===== config.mk =====
export PLATFORM = sky130hd
export DESIGN_NAME = hbp_packer
export DESIGN_NICKNAME = d
export VERILOG_FILES = /design/src/hw/rtl/hbp_pkg.sv /design/src/hw/rtl/hbp_packer.sv
export SDC_FILE = /design/constraint.sdc
export NUM_CORES = 1
export LEC_CHECK = 0
export BUFFER_PORTS_ARGS = -buffer_cell sky130_fd_sc_hd__clkbuf_2
export CORE_UTILIZATION = 50
export DETAILED_ROUTE_END_ITERATION = 8
export PLACE_DENSITY = 0.71
export SLEW_MARGIN = 20
export SYNTH_ARGS = -nofsm -noshare
export SYNTH_HDL_FRONTEND = slang
export SYNTH_SLANG_ARGS = --single-unit

===== constraint.sdc =====
create_clock -name clk -period 4.3 [get_ports clk]
set_input_delay 0.215 -clock clk [delete_from_list [all_inputs] [get_ports clk]]
set_output_delay 0.215 -clock clk [all_outputs]
set_load 0.02 [all_outputs]

===== src/hw/rtl/hbp_pkg.sv =====
// shared types and constants for the huffman symbol bit packer
// no dependencies; imported by every module of the block
package hbp_pkg;

	localparam int MAX_CODE_BITS = 32;
	localparam int SYMBOL_COUNT  = 256;
	localparam int SYM_AW        = (SYMBOL_COUNT > 1) ? $clog2(SYMBOL_COUNT) : 1;
	localparam int BYTE_BITS     = 8;
	localparam int MAX_BYTES     = 4;
	localparam logic [5:0] CODE_LIMIT = (MAX_CODE_BITS < 32) ? 6'(MAX_CODE_BITS) : 6'd32;

	typedef enum logic [1:0] {
		OP_LOAD   = 2'd0,
		OP_ENCODE = 2'd1,
		OP_FLUSH  = 2'd2
	} op_t;

	typedef struct packed {
		logic [1:0]  operation;
		logic [7:0]  symbol;
		logic [5:0]  code_length;
		logic [31:0] code_bits;
	} item_t;

	typedef struct packed {
		logic [7:0] out_byte;
		logic       byte_valid;
		logic [2:0] pad_bits;
		logic       last;
	} result_t;

	// one looked-up item handed to the packer
	typedef struct packed {
		logic        encode;
		logic        flush;
		logic [5:0]  len;
		logic [31:0] code;
	} pack_req_t;

endpackage


===== src/hw/rtl/hbp_packer.sv =====
// bit accumulator and byte emit buffer, one byte per result transfer
// depends on hbp_pkg
module hbp_packer
	import hbp_pkg::*;
(
	input  logic      clk,
	input  logic      arst_n,
	input  logic      req_valid,
	input  pack_req_t req,
	output logic      req_ready,
	output logic      result_valid,
	input  logic      result_stall,
	output result_t   result
);

	logic [6:0]  acc_q;
	logic [2:0]  cnt_q;
	logic [31:0] word_q;
	logic [2:0]  rem_q;
	logic        flush_q;
	logic        fvalid_q;
	logic [2:0]  fpad_q;

	logic [32:0] len_mask;
	logic [31:0] code_m;
	logic [38:0] joined;
	logic [5:0]  total;
	logic [5:0]  align_sh;
	logic [39:0] aligned;
	logic [6:0]  acc_mask;
	logic [2:0]  fpad;
	logic [7:0]  fbyte;
	logic        take;
	logic        out_xfer;

	always_comb begin
		len_mask = (33'd1 << req.len) - 33'd1;
		code_m   = req.code & len_mask[31:0];
		joined   = ({32'd0, acc_q} << req.len) | {7'd0, code_m};
		total    = {3'd0, cnt_q} + req.len;
		align_sh = 6'd40 - total;
		aligned  = {1'b0, joined} << align_sh;
		acc_mask = 7'((8'd1 << total[2:0]) - 8'd1);
		fpad     = 3'(4'd8 - {1'b0, cnt_q});
		fbyte    = {1'b0, acc_q} << fpad;
	end

	assign out_xfer     = result_valid && !result_stall;
	assign req_ready    = (rem_q == 3'd0) || ((rem_q == 3'd1) && !result_stall);
	assign take         = req_valid && req_ready;
	assign result_valid = rem_q != 3'd0;

	always_comb begin
		result.out_byte   = word_q[31:24];
		result.byte_valid = flush_q ? fvalid_q : 1'b1;
		result.pad_bits   = flush_q ? fpad_q : 3'd0;
		result.last       = rem_q == 3'd1;
	end

	always_ff @(posedge clk or negedge arst_n) begin
		if (!arst_n) begin
			acc_q <= '0;
			cnt_q <= '0;
			rem_q <= '0;
		end else begin
			if (out_xfer) begin
				rem_q <= rem_q - 3'd1;
			end
			if (take && req.encode) begin
				acc_q <= joined[6:0] & acc_mask;
				cnt_q <= total[2:0];
				rem_q <= total[5:3];
			end else if (take && req.flush) begin
				acc_q <= '0;
				cnt_q <= '0;
				rem_q <= 3'd1;
			end
		end
	end

	always_ff @(posedge clk) begin
		if (out_xfer) begin
			word_q <= {word_q[23:0], 8'd0};
		end
		if (take && req.encode) begin
			word_q  <= aligned[39:8];
			flush_q <= 1'b0;
		end else if (take && req.flush) begin
			// empty accumulator gives an all-zero result
			word_q   <= {fbyte, 24'd0};
			flush_q  <= 1'b1;
			fvalid_q <= cnt_q != 3'd0;
			fpad_q   <= (cnt_q != 3'd0) ? fpad : 3'd0;
		end
	end

endmodule


==> results.py, run 1 <==
metrics = {
    "route": {
        "antenna_left": 0,
        "drc": 0,
        "dr.first_iter.drc_count": 1102,
        "via_per_inst": 7.20,
        "dr_vias": 7827,
        "firstDrtPassIters": 9,
        "routed_wirelength_microns": 28000,
        "wl_per_cell_microns": 25.8,
    },
    "yosys": {
        "synth.avg_cell_area_sq_um": 8.13,
        "synth-seq-area-share": 0.199,
        "yosys_reg_bits": 50,
        "synthesis.yosys.warnings": 0,
        "synth.cell_area_sq_mm": 0.00716,
        "post_synth_num_cell_types": 100,
        "synth_edf_count": 36,
        "synth.net_count": 942,
        "async_flop_share": 0.260,
        "synthesis.instances": 880,
        "synth-main-ff-cell": "sky130_fd_sc_hd__edfxtp_1",
    },
    "floorplanning": {
        "initial_standard_cell_utilization_of_the_core": 0.514,
        "die_y_microns": 122,
        "die_w_microns": 122,
        "ioPinCount": 59,
        "num_rows": 43,
        "core_region_area_sq_mm": 0.0139,
        "fp.dieArea_sq_mm": 0.0148,
    },
    "global_routing": {
        "initial_antenna_violation_count": 0,
        "track_usage": 0.386,
        "grt_pass1_wl_microns": 43200,
        "grt_pass1_vias": 7263,
        "grt_start_max_net_pins": 43,
        "globalRouteOverflowTotal": 0,
    },
    "final_layout": {
        "num_antenna_cells": 0,
        "post_layout_nonfiller_instances": 1087,
        "layout-area-overhead-vs-synth_pct": 8.53,
        "nNetsFinal": 968,
        "post_route_cells_drive_above_1_share": 0.194,
        "fillCellCount": 1327,
    },
    "timing": {
        "skew_ns": 0.00658,
        "relative_slew_slack": 0.438,
        "grt_setup_unrepaired": "no",
        "timing.final.hold_violations": 0,
        "min_period_ns": 4.00,
        "total_of_endpoints_with_negative_setup_slack_in_the_final_report": 0,
        "fmax_ghz": 0.250,
        "final_max_slew_viol_count": 0,
        "worst_pin_slew_ns": 0.843,
        "min_period_over_period": 0.931,
        "setup_total_negative_slack_ns": 0,
    },
    "clocking": {
        "clkLatencyLatePin_ns": 0.30,
        "cts.clk_slew.worst_paths_ns": 0.07,
        "postCtsSetupBuffers": 0,
        "worst_case_clock_buffer_depth": 2,
        "numCtsBuffers": 5,
        "cts_num_sinks": 50,
        "cts.htree.levels": 2,
        "cts-root-buf": "sky130_fd_sc_hd__clkbuf_16",
        "post_cts.resized_instances": 0,
        "tritoncts_clock_tree": "yes",
        "cts-hold-fix-buffers": 1,
    },
    "setup_path": {
        "worstReg2RegEnd": "word_q[19]$_DFFE_PP_",
        "cp-end-kind": "flip-flop",
        "critical-path-max-stage-delay_ns": 0.71,
        "cp.arrival_ns": 4.17,
        "worst-path-max-fanout": 36,
        "cp_num_buf_inv": 2,
        "r2r_setup_slack_ns": 0.35,
        "req_time_crit_path_ns": 4.46,
        "crit-reg2reg-launch": "cnt_q[0]$_DFFE_PN0P_",
        "category_of_the_worst_setup_path_launch_point": "primary input",
        "slowest_stage": "sky130_fd_sc_hd__a222oi_1",
        "worst_r2r_path_depth": 10,
        "worst-setup-path-type": "in2reg",
        "path_cells": "clkbuf_2 -> buf_4 -> nor3_1 -> nand2_1 -> ha_1 -> nor4b_1 -> a32oi_1 -> a21boi_1 -> nor2_1 -> a222oi_1 -> nor2_1 -> nor3_1 -> a221o_1",
        "crit_family": "simple AND/OR/NAND/NOR gates",
    },
    "placement": {
        "detailedPlacementHpwl_microns": 21700,
        "globalplace.congestion": 1.03,
        "portBuffers": 58,
        "place.detailed.instances": 1078,
    },
    "power_and_ir_drop": {
        "total_power_mw": 7.73,
        "power_density_mw_per_mm2": 995,
        "leakagePower_nw": 2.91,
        "max-vdd-ir-drop_mv": 0.510,
    },
    "min_path": {
        "whs_path_depth": 4,
        "holdPathEnd": "rem_q[2]$_DFFE_PN0P_",
        "hp-start": "result_stall",
        "hold_path.class": "in2reg",
    },
    "run": {
        "max_cap_violations": 0,
    },
    "run_status": {
        "status": "finished, final reports clean",
    },
}
[area by class of cell]
type	instances	area (sq um)	area share
repair buffers	103	631	0.0812
multi-input cells	722	5210	0.670
flip-flops and latches	50	1430	0.184
clock buffers	5	125	0.0161
well taps	180	225	0.0290
clock inverters	3	63.8	0.00821
inverters	24	90.1	0.0116
[Yosys cell counts (15+ instances only)]
cell type                  instances  area, sq um
sky130_fd_sc_hd__a22oi_1          15          113
sky130_fd_sc_hd__and2_1           15         93.8
sky130_fd_sc_hd__edfxtp_1         36         1080
sky130_fd_sc_hd__mux4_2           15          338
sky130_fd_sc_hd__clkbuf_1         43          161
sky130_fd_sc_hd__buf_4            18          135
sky130_fd_sc_hd__nor2_1           73          274
sky130_fd_sc_hd__mux2_2           17          191
sky130_fd_sc_hd__o22ai_1          16          100
sky130_fd_sc_hd__o21ai_0          43          215
sky130_fd_sc_hd__nor3_1           29          145
sky130_fd_sc_hd__mux2i_1          28          280
sky130_fd_sc_hd__o211ai_1         17          128
sky130_fd_sc_hd__inv_1            21         78.8
sky130_fd_sc_hd__ha_1             17          213
sky130_fd_sc_hd__a21oi_1          36          180
sky130_fd_sc_hd__nand3_1          26          130
sky130_fd_sc_hd__nand2_1          84          315
sky130_fd_sc_hd__a221oi_1         16          140
[per-stage QoR]
step                cell area, sq um  worst slack [ns]  utilization  hold WS (ns)
floorplan                       7160             0.282            -       -0.0806
global placement                7570            0.0856        0.543         0.136
detailed placement              7570             0.209        0.543         0.140
CTS                             7770             0.437        0.558         0.236
global route                    7770             0.101        0.558         0.239
finish                          7770             0.297        0.558         0.236
[placed cells by master (no fill, tap or decap), types with 17 or more instances in the layout]
cell type                  Yosys  routed
sky130_fd_sc_hd__a21oi_1      36      36
sky130_fd_sc_hd__buf_4        18      44
sky130_fd_sc_hd__clkbuf_2      0      58
sky130_fd_sc_hd__edfxtp_1     36      36
sky130_fd_sc_hd__ha_1         17      17
sky130_fd_sc_hd__inv_1        21      21
sky130_fd_sc_hd__mux2_2       17      17
sky130_fd_sc_hd__mux2i_1      28      28
sky130_fd_sc_hd__nand2_1      84      84
sky130_fd_sc_hd__nand3_1      26      26
sky130_fd_sc_hd__nor2_1       73      73
sky130_fd_sc_hd__nor3_1       29      29
sky130_fd_sc_hd__o211ai_1     17      17
sky130_fd_sc_hd__o21ai_0      43      42
[state kept, by name, summed over array words and instances (netlist names)]
register,count
acc_q,7
cnt_q,3
flush_q,1
fpad_q,3
fvalid_q,1
rem_q,3
word_q,32
[report_power, final]
| part | total [mW] | switching [mW] | internal [mW] |
|---|---|---|---|
| Combinational | 6.30 | 3.98 | 2.32 |
| Clock | 0.509 | 0.178 | 0.331 |
| Sequential | 0.918 | 0.143 | 0.775 |
[cells by family after synthesis]
kind of cell,share of synthesized area
xor gates and xnor gates,0.0203
DFF,0.199
and+or+nand+nor,0.220
muxes,0.124
AOI/OAI and AO/OA,0.329
buffers and inverters,0.0748
adders and majority gates,0.0325
[worst reg2reg max path: stages (launching register included)]
cell and delay (ns):
sky130_fd_sc_hd__dfrtp_1 0.38, sky130_fd_sc_hd__ha_1 0.21, sky130_fd_sc_hd__fa_1 0.50, sky130_fd_sc_hd__ha_1 0.34, sky130_fd_sc_hd__inv_1 0.48, sky130_fd_sc_hd__buf_4 0.33
sky130_fd_sc_hd__nor2_1 0.11, sky130_fd_sc_hd__a221oi_1 0.73, sky130_fd_sc_hd__mux2i_1 0.16, sky130_fd_sc_hd__o21ai_0 0.37, sky130_fd_sc_hd__a221o_1 0.21
[layer usage]
metal / vias up / GRT usage / share of wire
li1: 3523 / - / -
met3: 93 / 0.0712 / 0.093
met2: 491 / 0.628 / 0.45
met5: - / 0 / 0
met1: 3720 / 0.495 / 0.40
met4: 0 / 0.177 / 0.052
[worst max-delay path by stage]
stage                         start                   end  slack, ns  cells past startpoint
2_1_floorplan  cnt_q[0]$_DFFE_PN0P_   word_q[8]$_DFFE_PP_       0.28                     15
3_3_place_gp                req[32]  word_q[19]$_DFFE_PP_       0.09                     13
3_5_place_dp                req[32]  word_q[12]$_DFFE_PP_       0.21                     13
4_1_cts        cnt_q[0]$_DFFE_PN0P_  word_q[18]$_DFFE_PP_       0.44                     10
5_1_grt                     req[34]  word_q[12]$_DFFE_PP_       0.10                     12
6_report                    req[32]  word_q[12]$_DFFE_PP_       0.30                     13
Power figures use the tool's default switching activity.
==> inputs of run 2 (changes only) <==
--- a/config.mk
+++ b/config.mk
@@ -8,7 +8,7 @@
 export BUFFER_PORTS_ARGS = -buffer_cell sky130_fd_sc_hd__clkbuf_2
 export CORE_UTILIZATION = 50
 export DETAILED_ROUTE_END_ITERATION = 8
-export PLACE_DENSITY = 0.71
+export PLACE_DENSITY = 0.69
 export SLEW_MARGIN = 20
 export SYNTH_ARGS = -nofsm -noshare
 export SYNTH_HDL_FRONTEND = slang
==> constraint.sdc (replaced) <==
create_clock -name clk -period 4.7 [get_ports clk]
set_input_delay 0.235 -clock clk [delete_from_list [all_inputs] [get_ports clk]]
set_output_delay 0.235 -clock clk [all_outputs]
set_load 0.02 [all_outputs]
==> run 2 against run 1 <==
Against the previous run: hold slack improved by 0.014 ns; core utilization fell by 0.53 points; non-clock buffer count decreased by 7; sequential power fell by 8.2%; first-iteration DRC count is 14% lower; via count decreased by 0.18%; routed wire length decreased by 2.2%; die area stayed put.
==> results.py, run 2 (synthesis results as in run 1) <==
metrics = {
    "run_status": {
        "status": "finished, final reports clean",
    },
    "final_layout": {
        "post_layout_nonfiller_instances": 1080,
        "register_containing_the_most_flip_flops_in_the_final_layout": "word_q",
        "nNetsFinal": 961,
        "layout-area-overhead-vs-synth_pct": 7.50,
        "mostFrequentLayoutCells": "sky130_fd_sc_hd__nand2_1 (84), sky130_fd_sc_hd__nor2_1 (73), sky130_fd_sc_hd__clkbuf_2 (58)",
        "layout.cell_area.non_filler_sq_mm": 0.00769,
        "post_route_cells_drive_above_1_share": 0.188,
        "layout_commonest_cell": "sky130_fd_sc_hd__nand2_1",
        "num_antenna_cells": 0,
        "largest_register_ff_count": 32,
        "largestRegisters": "word_q (32), acc_q (7)",
    },
    "clocking": {
        "cts_num_sinks": 50,
        "numCtsBuffers": 5,
        "tritoncts_clock_tree": "yes",
        "cts.clk_slew.worst_paths_ns": 0.07,
        "clkLatencyLatePin_ns": 0.29,
        "cts.htree.levels": 2,
        "cts-root-buf": "sky130_fd_sc_hd__clkbuf_16",
        "worst_case_clock_buffer_depth": 2,
    },
    "power_and_ir_drop": {
        "leakagePower_nw": 2.87,
        "total_power_mw": 6.78,
        "power_density_mw_per_mm2": 881,
        "max-vdd-ir-drop_mv": 0.479,
    },
    "timing": {
        "skew_ns": 0.00602,
        "relative_slew_slack": 0.299,
        "grt_setup_unrepaired": "no",
        "fmax_ghz": 0.252,
        "total_of_endpoints_with_negative_setup_slack_in_the_final_report": 0,
        "worst_pin_slew_ns": 1.05,
        "setup_total_negative_slack_ns": 0,
        "timing.final.hold_violations": 0,
        "final_max_slew_viol_count": 0,
        "min_period_ns": 3.97,
        "min_period_over_period": 0.844,
    },
    "floorplanning": {
        "die_y_microns": 122,
        "fp.dieArea_sq_mm": 0.0148,
        "num_rows": 43,
        "initial_standard_cell_utilization_of_the_core": 0.514,
        "ioPinCount": 59,
        "core_region_area_sq_mm": 0.0139,
        "die_w_microns": 122,
    },
    "setup_path": {
        "cp_num_buf_inv": 1,
        "slowest_stage": "sky130_fd_sc_hd__a222oi_1",
        "worst_r2r_path_depth": 8,
        "worstReg2RegEnd": "word_q[10]$_DFFE_PP_",
        "worst-path-max-fanout": 22,
        "crit-reg2reg-launch": "cnt_q[0]$_DFFE_PN0P_",
        "cp.arrival_ns": 4.09,
        "path_cells": "clkbuf_2 -> nor3_2 -> nand3_1 -> ha_1 -> or3b_1 -> a31oi_1 -> nor2_1 -> a222oi_1 -> mux4_1 -> nand2_1 -> a41oi_2",
        "worst-setup-path-type": "in2reg",
        "crit_family": "simple AND/OR/NAND/NOR gates",
        "cp-end-kind": "flip-flop",
        "worst_setup_path_startpoint": "req[35]",
        "critical-path-max-stage-delay_ns": 0.71,
        "category_of_the_worst_setup_path_launch_point": "primary input",
        "req_time_crit_path_ns": 4.82,
        "r2r_setup_slack_ns": 0.77,
        "critical_path_cell_count": 11,
        "timing.critical_path.to": "word_q[26]$_DFFE_PP_",
    },
    "placement": {
        "place.detailed.instances": 1071,
        "placedInstanceArea_sq_mm": 0.00752,
        "detailedPlacementHpwl_microns": 21200,
        "portBuffers": 58,
        "globalplace.congestion": 1.02,
    },
    "route": {
        "via_per_inst": 7.23,
        "antenna_left": 0,
        "firstDrtPassIters": 6,
        "drc": 0,
        "wl_per_cell_microns": 25.3,
        "dr_vias": 7813,
        "routed_wirelength_microns": 27400,
        "dr.first_iter.drc_count": 951,
    },
    "global_routing": {
        "grt_start_max_net_pins": 41,
        "initial_antenna_violation_count": 0,
        "grt_pass1_wl_microns": 42500,
        "track_usage": 0.379,
        "grt_pass1_vias": 7205,
        "globalRouteOverflowTotal": 0,
    },
    "run": {
        "max_cap_violations": 0,
    },
    "min_path": {
        "hold_path.class": "in2reg",
    },
}
## run 2: final cells by class
class                           count  area, sq um
Sequential cell                    50         1430
Timing Repair Buffer               96          578
Multi-Input combinational cell    722         5210
Clock buffer                        8          168
Fill cell                        1349         6240
Tap cell                          180          225
Inverter                           24         90.1
## run 2: per-stage QoR
stage,util,hold WS (ns),setup WS (ns)
2_1_floorplan,-,-0.0606,0.682
3_3_place_gp,0.539,0.154,0.591
3_5_place_dp,0.539,0.147,0.611
4_1_cts,0.552,0.250,0.851
5_1_grt,0.552,0.278,0.480
6_report,0.552,0.250,0.731
## run 2: worst min-delay path by stage
stage | from | endpoint | slack (ns) | cells past startpoint
floorplan | arst_n | acc_q[0]$_DFFE_PN0P_ | -0.06 | 0
CTS | req[38] | flush_q$_SDFFE_PP0P_ | 0.25 | 3
detailed placement | arst_n | cnt_q[0]$_DFFE_PN0P_ | 0.15 | 1
global route | req[38] | flush_q$_SDFFE_PP0P_ | 0.28 | 3
global placement | arst_n | cnt_q[0]$_DFFE_PN0P_ | 0.15 | 1
finish | req[38] | flush_q$_SDFFE_PP0P_ | 0.25 | 3
## run 2: report_power, final
group	leakage (nW)	switching [mW]	internal, mW
clock network	0.0823	0.156	0.245
logic	2.26	3.47	2.06
registers	0.533	0.134	0.709
total	2.87	3.76	3.02
## run 2: worst reg2reg max path, stage by stage, from the launching register on
cell,delay (ns)
sky130_fd_sc_hd__dfrtp_1,0.40
sky130_fd_sc_hd__ha_1,0.22
sky130_fd_sc_hd__fa_1,0.50
sky130_fd_sc_hd__ha_1,0.35
sky130_fd_sc_hd__buf_4,0.27
sky130_fd_sc_hd__nor2_1,0.70
sky130_fd_sc_hd__a222oi_1,0.33
sky130_fd_sc_hd__mux4_1,0.61
sky130_fd_sc_hd__a221o_1,0.31
## run 2: layer usage
metal  global-route usage  vias up  part of all wire
met1                0.514     3678              0.40
met4                0.206        0             0.060
met2                0.582      524              0.44
met5                    0        -                 0
li1                     -     3515                 -
met3               0.0515       96              0.10
## run 2: repair_timing
item / 4_1_cts / 5_1_grt
gates resized for setup: 0 / 0
hold buffers: 1 / 0
endpoints found under the hold margin: 13 / 0
setup endpoints to repair: 0 / 0
setup buffers: 0 / 0
